==> config.mk <==
export PLATFORM = sky130hd
export DESIGN_NAME = hue_to_weighted_rgb_top
export DESIGN_NICKNAME = d
export VERILOG_FILES = /design/src/hdl/hwr_pkg.sv /design/src/hdl/hue_to_weighted_rgb_top.sv
export VERILOG_INCLUDE_DIRS = /design/src /design/src/hdl
export SDC_FILE = /design/constraint.sdc
export NUM_CORES = 1
export LEC_CHECK = 0
export ABC_AREA = 0
export CAP_MARGIN = 20
export CORE_ASPECT_RATIO = 1.2
export CORE_UTILIZATION = 60
export CTS_CLUSTER_DIAMETER = 200
export DETAILED_ROUTE_END_ITERATION = 6
export DONT_BUFFER_PORTS = 1
export PLACE_DENSITY = 0.76
export SYNTH_ARGS = -nofsm -noshare
export SYNTH_HDL_FRONTEND = slang
export SYNTH_SLANG_ARGS = --single-unit
==> constraint.sdc <==
create_clock -name clk_i -period 14.25 [get_ports clk_i]
set_input_delay 1.425 -clock clk_i [delete_from_list [all_inputs] [get_ports clk_i]]
set_output_delay 1.425 -clock clk_i [all_outputs]
set_load 0.01 [all_outputs]
==> src/hdl/hue_to_weighted_rgb_top_macros.svh <==
// Assertion macros for the hue to RGB top design file.
`ifndef HUE_TO_WEIGHTED_RGB_TOP_MACROS_SVH
`define HUE_TO_WEIGHTED_RGB_TOP_MACROS_SVH

`ifndef NO_ASSERTIONS

// Checked only while out of reset.
`define HWR_ASSERT(lbl, prop, msg) \
  lbl: assert property (@(posedge clk_i) disable iff (!rst_ni) (prop)) else $error(msg);

// Checked at every edge, reset included.
`define HWR_ASSERT_ALWAYS(lbl, prop, msg) \
  lbl: assert property (@(posedge clk_i) (prop)) else $error(msg);

`else

`define HWR_ASSERT(lbl, prop, msg)

`define HWR_ASSERT_ALWAYS(lbl, prop, msg)

`endif

`endif

==> src/hdl/hwr_pkg.sv <==
// Constants and types for the hue to weighted RGB converter.
package hwr_pkg;

  localparam int unsigned ChanW   = 8;
  localparam int unsigned HueMul  = 703;
  localparam int unsigned HueDen  = 30000;
  localparam int unsigned PosW    = 18;   // hue * 703 < 2^18
  localparam int unsigned NumW    = 15;   // numerator up to 30000
  localparam int unsigned ProdW   = ChanW + NumW;

  // floor(x / 30000) == (x * RecipMul) >> RecipShift for every x < 2^ProdW
  localparam int unsigned RecipShift = 38;
  localparam longint unsigned RecipMulL =
    ((64'd1 << RecipShift) + HueDen - 1) / HueDen;
  localparam int unsigned RecipW = 24;
  localparam logic [RecipW-1:0] RecipMul = RecipMulL[RecipW-1:0];
  localparam int unsigned RecipProdW = ProdW + RecipW;

  // First hue code of each sector: ceil(k * 30000 / 703)
  localparam logic [ChanW-1:0] SecStart1 = ChanW'((1 * HueDen + HueMul - 1) / HueMul);
  localparam logic [ChanW-1:0] SecStart2 = ChanW'((2 * HueDen + HueMul - 1) / HueMul);
  localparam logic [ChanW-1:0] SecStart3 = ChanW'((3 * HueDen + HueMul - 1) / HueMul);
  localparam logic [ChanW-1:0] SecStart4 = ChanW'((4 * HueDen + HueMul - 1) / HueMul);
  localparam logic [ChanW-1:0] SecStart5 = ChanW'((5 * HueDen + HueMul - 1) / HueMul);

  // Sector base positions: k * 30000
  localparam logic [PosW-1:0] SecBase1 = PosW'(1 * HueDen);
  localparam logic [PosW-1:0] SecBase2 = PosW'(2 * HueDen);
  localparam logic [PosW-1:0] SecBase3 = PosW'(3 * HueDen);
  localparam logic [PosW-1:0] SecBase4 = PosW'(4 * HueDen);
  localparam logic [PosW-1:0] SecBase5 = PosW'(5 * HueDen);

  // Sector: first letter carries the amount, second letter the ramp
  typedef enum logic [2:0] {
    SecRG = 3'd0,
    SecGR = 3'd1,
    SecGB = 3'd2,
    SecBG = 3'd3,
    SecBR = 3'd4,
    SecRB = 3'd5
  } sector_e;

  typedef logic [ChanW-1:0] chan_t;
  typedef logic [NumW-1:0]  num_t;
  typedef logic [ProdW-1:0] prod_t;

endpackage

==> src/hdl/hue_to_weighted_rgb_top.sv <==
// Hue and amount to full-saturation RGB converter, four-stage pipeline.
//
//  channel  | dir | fields (lsb first)            | width
//  ---------+-----+-------------------------------+------
//  s_axis   | in  | hue[7:0], amount[15:8]        | 16
//  m_axis   | out | red[7:0], green[15:8],        | 24
//           |     | blue[23:16]                   |
//
// One transaction per clock sustained while the output is not stalled. A result
// passes through the input reg, sector/numerator, amount * numerator,
// reciprocal divide and channel select into the result register.
// Each stage advances when the stage after it is empty or moving, so
// bubbles are squeezed out during an output stall and the input keeps
// taking transactions until the pipe is full.
// Async active-low reset clears the valid flags only.

`include "hue_to_weighted_rgb_top_macros.svh"

module hue_to_weighted_rgb_top (
  input  logic        clk_i,
  input  logic        rst_ni,
  input  logic        s_axis_tvalid_i,
  output logic        s_axis_tready_o,
  input  logic [15:0] s_axis_tdata_i,   // hue[7:0], amount[15:8]
  output logic        m_axis_tvalid_o,
  input  logic        m_axis_tready_i,
  output logic [23:0] m_axis_tdata_o    // red[7:0], green[15:8], blue[23:16]
);

  // ---- stage handshake ----
  logic v0_q, v1_q, v2_q, v3_q;
  logic adv0, adv1, adv2, adv3;

  assign adv3 = !v3_q || m_axis_tready_i;
  assign adv2 = !v2_q || adv3;
  assign adv1 = !v1_q || adv2;
  assign adv0 = !v0_q || adv1;

  assign s_axis_tready_o = adv0;
  assign m_axis_tvalid_o = v3_q;

  always_ff @(posedge clk_i or negedge rst_ni) begin
    if (!rst_ni) begin
      v0_q <= 1'b0;
      v1_q <= 1'b0;
      v2_q <= 1'b0;
      v3_q <= 1'b0;
    end else begin
      if (adv0) v0_q <= s_axis_tvalid_i;
      if (adv1) v1_q <= v0_q;
      if (adv2) v2_q <= v1_q;
      if (adv3) v3_q <= v2_q;
    end
  end

  // ---- stage 0: input register ----
  hwr_pkg::chan_t hue_q0, amount_q0;

  always_ff @(posedge clk_i) begin
    if (adv0 && s_axis_tvalid_i) begin
      hue_q0    <= s_axis_tdata_i[7:0];
      amount_q0 <= s_axis_tdata_i[15:8];
    end
  end

  // ---- stage 1: sector and ramp numerator ----
  // Sector found by comparing the hue code with the sector start codes;
  // remainder is hue*703 less the sector base.
  hwr_pkg::sector_e           sector_d1;
  logic [hwr_pkg::PosW-1:0]   pos_d1;
  logic [hwr_pkg::PosW-1:0]   base_d1;
  logic [hwr_pkg::PosW-1:0]   rem_full_d1;
  hwr_pkg::num_t              rem_d1;
  hwr_pkg::num_t              num_d1;
  logic                       falling_d1;

  always_comb begin
    if (hue_q0 >= hwr_pkg::SecStart5)      sector_d1 = hwr_pkg::SecRB;
    else if (hue_q0 >= hwr_pkg::SecStart4) sector_d1 = hwr_pkg::SecBR;
    else if (hue_q0 >= hwr_pkg::SecStart3) sector_d1 = hwr_pkg::SecBG;
    else if (hue_q0 >= hwr_pkg::SecStart2) sector_d1 = hwr_pkg::SecGB;
    else if (hue_q0 >= hwr_pkg::SecStart1) sector_d1 = hwr_pkg::SecGR;
    else                                   sector_d1 = hwr_pkg::SecRG;

    pos_d1 = hwr_pkg::PosW'(hue_q0) * hwr_pkg::PosW'(hwr_pkg::HueMul);

    case (sector_d1)
      hwr_pkg::SecRG: base_d1 = '0;
      hwr_pkg::SecGR: base_d1 = hwr_pkg::SecBase1;
      hwr_pkg::SecGB: base_d1 = hwr_pkg::SecBase2;
      hwr_pkg::SecBG: base_d1 = hwr_pkg::SecBase3;
      hwr_pkg::SecBR: base_d1 = hwr_pkg::SecBase4;
      default:        base_d1 = hwr_pkg::SecBase5;
    endcase

    rem_full_d1 = pos_d1 - base_d1;
    rem_d1      = rem_full_d1[hwr_pkg::NumW-1:0];

    // odd sectors ramp down: numerator is 30000 - rem
    falling_d1 = sector_d1 inside {hwr_pkg::SecGR, hwr_pkg::SecBG, hwr_pkg::SecRB};
    num_d1 = falling_d1 ? (hwr_pkg::NumW'(hwr_pkg::HueDen) - rem_d1) : rem_d1;
  end

  hwr_pkg::sector_e sector_q1;
  hwr_pkg::num_t    num_q1;
  hwr_pkg::chan_t   amount_q1;

  always_ff @(posedge clk_i) begin
    if (adv1 && v0_q) begin
      sector_q1 <= sector_d1;
      num_q1    <= num_d1;
      amount_q1 <= amount_q0;
    end
  end

  // ---- stage 2: amount * numerator ----
  hwr_pkg::prod_t   prod_d2;
  hwr_pkg::prod_t   prod_q2;
  hwr_pkg::sector_e sector_q2;
  hwr_pkg::chan_t   amount_q2;

  assign prod_d2 = hwr_pkg::ProdW'(amount_q1) * hwr_pkg::ProdW'(num_q1);

  always_ff @(posedge clk_i) begin
    if (adv2 && v1_q) begin
      prod_q2   <= prod_d2;
      sector_q2 <= sector_q1;
      amount_q2 <= amount_q1;
    end
  end

  // ---- stage 3: divide by 30000 and route channels ----
  // Reciprocal multiply is exact over the whole product range.
  logic [hwr_pkg::RecipProdW-1:0] recip_d3;
  hwr_pkg::chan_t                 ramp_d3;
  hwr_pkg::chan_t                 red_d3, green_d3, blue_d3;

  always_comb begin
    recip_d3 = hwr_pkg::RecipProdW'(prod_q2) * hwr_pkg::RecipProdW'(hwr_pkg::RecipMul);
    ramp_d3  = recip_d3[hwr_pkg::RecipShift +: hwr_pkg::ChanW];

    case (sector_q2)
      hwr_pkg::SecRG: begin
        red_d3 = amount_q2; green_d3 = ramp_d3;   blue_d3 = '0;
      end
      hwr_pkg::SecGR: begin
        red_d3 = ramp_d3;   green_d3 = amount_q2; blue_d3 = '0;
      end
      hwr_pkg::SecGB: begin
        red_d3 = '0;        green_d3 = amount_q2; blue_d3 = ramp_d3;
      end
      hwr_pkg::SecBG: begin
        red_d3 = '0;        green_d3 = ramp_d3;   blue_d3 = amount_q2;
      end
      hwr_pkg::SecBR: begin
        red_d3 = ramp_d3;   green_d3 = '0;        blue_d3 = amount_q2;
      end
      default: begin
        red_d3 = amount_q2; green_d3 = '0;        blue_d3 = ramp_d3;
      end
    endcase
  end

  hwr_pkg::chan_t red_q3, green_q3, blue_q3;

  always_ff @(posedge clk_i) begin
    if (adv3 && v2_q) begin
      red_q3   <= red_d3;
      green_q3 <= green_d3;
      blue_q3  <= blue_d3;
    end
  end

  assign m_axis_tdata_o = {blue_q3, green_q3, red_q3};

  // ---- assertions ----
  `HWR_ASSERT(a_num_range, v1_q |-> (num_q1 <= hwr_pkg::NumW'(hwr_pkg::HueDen)),
              "ramp numerator above denominator")
  `HWR_ASSERT(a_ramp_le_amount, v2_q |-> (ramp_d3 <= amount_q2),
              "ramp exceeds amount")
  `HWR_ASSERT(a_one_zero_chan,
              m_axis_tvalid_o |-> (red_q3 == '0 || green_q3 == '0 || blue_q3 == '0),
              "result has no zero channel")
  `HWR_ASSERT(a_ready_when_out_empty, !v3_q |-> s_axis_tready_o,
              "input stalled with empty output stage")
  // valid flags are only known once the first edge under reset has passed
  `HWR_ASSERT_ALWAYS(a_reset_no_valid, !rst_ni |=> !m_axis_tvalid_o,
                     "output valid during reset")

endmodule

==> reports/metrics.cfg <==
[status]
status = completed

[worst_setup_path]
crit_top_cell = fa_1
start_kind = flop
worst-path-buf-inv = 4
worstPathCellList = fa_1, inv_1, fa_1, fa_1, inv_1, fa_1, inv_1, fa_1, inv_1, fa_1, fa_1, ha_1, a211oi_2, o21ai_0, nor4_1, a211oi_1, nor2_1, o211ai_2, a21o_1, a211o_1, a32o_1
crit_family = adder cells
crit_path_top_delay_cell = nor4_1
cp_max_fo = 8
crit_start = prod_q2[6]
slowest_delay_ps = 720
required_ps = 14380
reg2reg_from = prod_q2[6]
worstSetupPathType = flop to flop
end_kind = flop
worstPathArrival_ps = 7830

[cts]
numCtsBuffers = 9
clockRootBuffer = clkbuf_16
hold_buffers = 0
cts_num_sinks = 104
cts_buffer_depth = 2
worstSkewPairLatency_ps = 380
clkTransAtPathRegs_ps = 80
cts_resized = 0
post_cts_buffers = 0
cts_tree = yes
htreeDepth = 3

[sta]
fin_crit_ps = 7700
fin_crit_sh = 0.541
tns_ps = 0
setup_viol = 0
finClkSkew_ps = 20.5
drv_slew = 0
final_hold_viol_count = 0
worst_slew_pin_slew_ps = 1050
slew_headroom = 0.295
timing.hold.ws_ps = 423
fmax_mhz = 130
rsz0062_at_grt = false

[place]
dpl.cell_count = 2163
dp_hpwl_um = 36900
dpl_cell_area_um2 = 19100
place_congestion = 0.999
port_buffers = 0

[final_layout]
multi_input_area_um2 = 13700
instances_no_fill = 2181
n_antenna_cell = 0
final_cell_mix = 470 x inv_1, 325 x fa_1, 308 x ha_1
mostFrequentLayoutCell = inv_1
regArea_um2 = 3100
drive_gt1_frac = 0.0196
syn2layout_area_growth_pct = 4.18
fillers = 2469
design_area_um2 = 19400
fin_nets = 2433

[grt]
overflow = 0
antenna_found_initial = 0
grt_pass1_vias = 13400
grt_pass1_wl_um = 68800
grt_max_degree = 35
track_usage = 0.283

[floorplanning]
pin_count = 46
start_util = 0.610
rows = 70
core_area_um2 = 30600
die_h_um = 195
die_x_um = 163
die_area_um2 = 31800

[drt]
first_iter_violations = 656
postRouteAntennaNets = 0
wirelength_um = 41600
first_pass_iters = 5
wl_per_cell_um = 19.1
drc = 0
vias = 12000
vias_per_cell = 5.51

[synthesis]
synth_edf_count = 100
synth_cells = 1782
syn_area_um2 = 18700
synthArstFlopShare = 0.0385
synthesis.nets = 2435
yosysWarnings = 0
ys_seq_area_frac = 0.166
avgSynthCellArea_um2 = 10.5
synthDistinctLibCells = 64
synth_seq_cells = 104
synth_flop_cell = edfxtp_1

[hold_path]
hold_start = amount_q0[7]
min_path_type = flop to flop

[flow_run]
max-cap-violations = 0

## synth_stat cells, types with 3 or more instances
cell type | count | area share
a211o_1 | 5 | 0.0023
a211oi_1 | 7 | 0.0028
a21o_1 | 27 | 0.011
a21oi_1 | 60 | 0.016
a22o_1 | 10 | 0.0047
a31oi_1 | 5 | 0.0017
a32o_1 | 3 | 0.0016
and2_1 | 61 | 0.020
and3_1 | 6 | 0.0020
clkbuf_1 | 14 | 0.0028
dfrtp_1 | 4 | 0.0054
edfxtp_1 | 100 | 0.16
fa_1 | 325 | 0.35
ha_1 | 308 | 0.21
inv_1 | 470 | 0.095
mux2i_1 | 3 | 0.0016
nand2_1 | 115 | 0.023
nand2b_1 | 10 | 0.0034
nand3_1 | 15 | 0.0040
nand4_1 | 9 | 0.0030
nor2_1 | 40 | 0.0080
nor2b_1 | 8 | 0.0027
nor3_1 | 9 | 0.0024
nor4_1 | 3 | 0.0010
nor4b_1 | 4 | 0.0019
o211ai_1 | 7 | 0.0028
o21a_1 | 6 | 0.0024
o21ai_0 | 31 | 0.0083
o21ai_1 | 3 | 0.00080
o21bai_1 | 9 | 0.0036
or2_2 | 5 | 0.0017
xnor2_1 | 39 | 0.018
xor2_1 | 20 | 0.0094
## final timing paths
path                            cells past startpoint  slack, ps           end
min in group asynchronous                           0        740          v1_q
worst min register to register                      0        420  amount_q1[7]
worst max-delay path                               21       6550     red_q3[3]
max in group asynchronous                           0      13440          v2_q
worst min-delay path                                0        420  amount_q1[7]
worst max register to register                     21       6550     red_q3[3]
## worst register-to-register path: cells and delay by family, from the launching register on
family / cells / cell delay [ps]
AND/OR/NAND/NOR: 2 / 930
AO/OA/AOI/OAI: 7 / 1730
buffers and inverters: 4 / 280
adder cells (fa/ha/maj): 8 / 3920
flip-flops: 1 / 600
## through the flow
step | setup slack, ps | util
CTS | 6520 | 0.635
detailed placement | 6530 | 0.625
global placement | 6530 | 0.625
global route | 6310 | 0.636
finish | 6550 | 0.636
floorplan | 7790 | -
## logic make-up after synthesis
| logic type | Yosys count | share of synthesized area |
|---|---|---|
| xor gates and xnor gates | 59 | 0.0277 |
| adders and majority gates | 633 | 0.555 |
| and+or+nand+nor | 292 | 0.0767 |
| AOI/OAI and AO/OA | 200 | 0.0718 |
| DFF | 104 | 0.166 |
| muxes | 5 | 0.00282 |
| buffers and inverters | 489 | 0.0994 |
## final cells by class
class,count,share of cell area
clock buffer,9,0.0116
clock inverter,7,0.00418
inverter,471,0.0910
multi-input combinational,1189,0.705
sequential,104,0.160
tap,396,0.0255
timing repair buffer,5,0.00322
## state kept, by name, indices dropped and copies added, names as in the netlist, 3 cells and up
| name | cells |
|---|---|
| green_q3 | 8 |
| prod_q2 | 23 |
| red_q3 | 8 |
| sector_q1 | 3 |
| amount_q0 | 8 |
| num_q1 | 15 |
| sector_q2 | 3 |
| blue_q3 | 8 |
| amount_q1 | 8 |
| amount_q2 | 8 |
| hue_q0 | 8 |
## layer usage
metal,share of wire,vias to the layer above,track usage
met5,0,-,0
met2,0.53,256,0.525
li1,-,5646,-
met4,0.028,0,0.0838
met3,0.036,64,0.0295
met1,0.40,6053,0.341
Power is not shown: default switching activity piles up to over one toggle a cycle in this logic, so the estimate is an artifact.
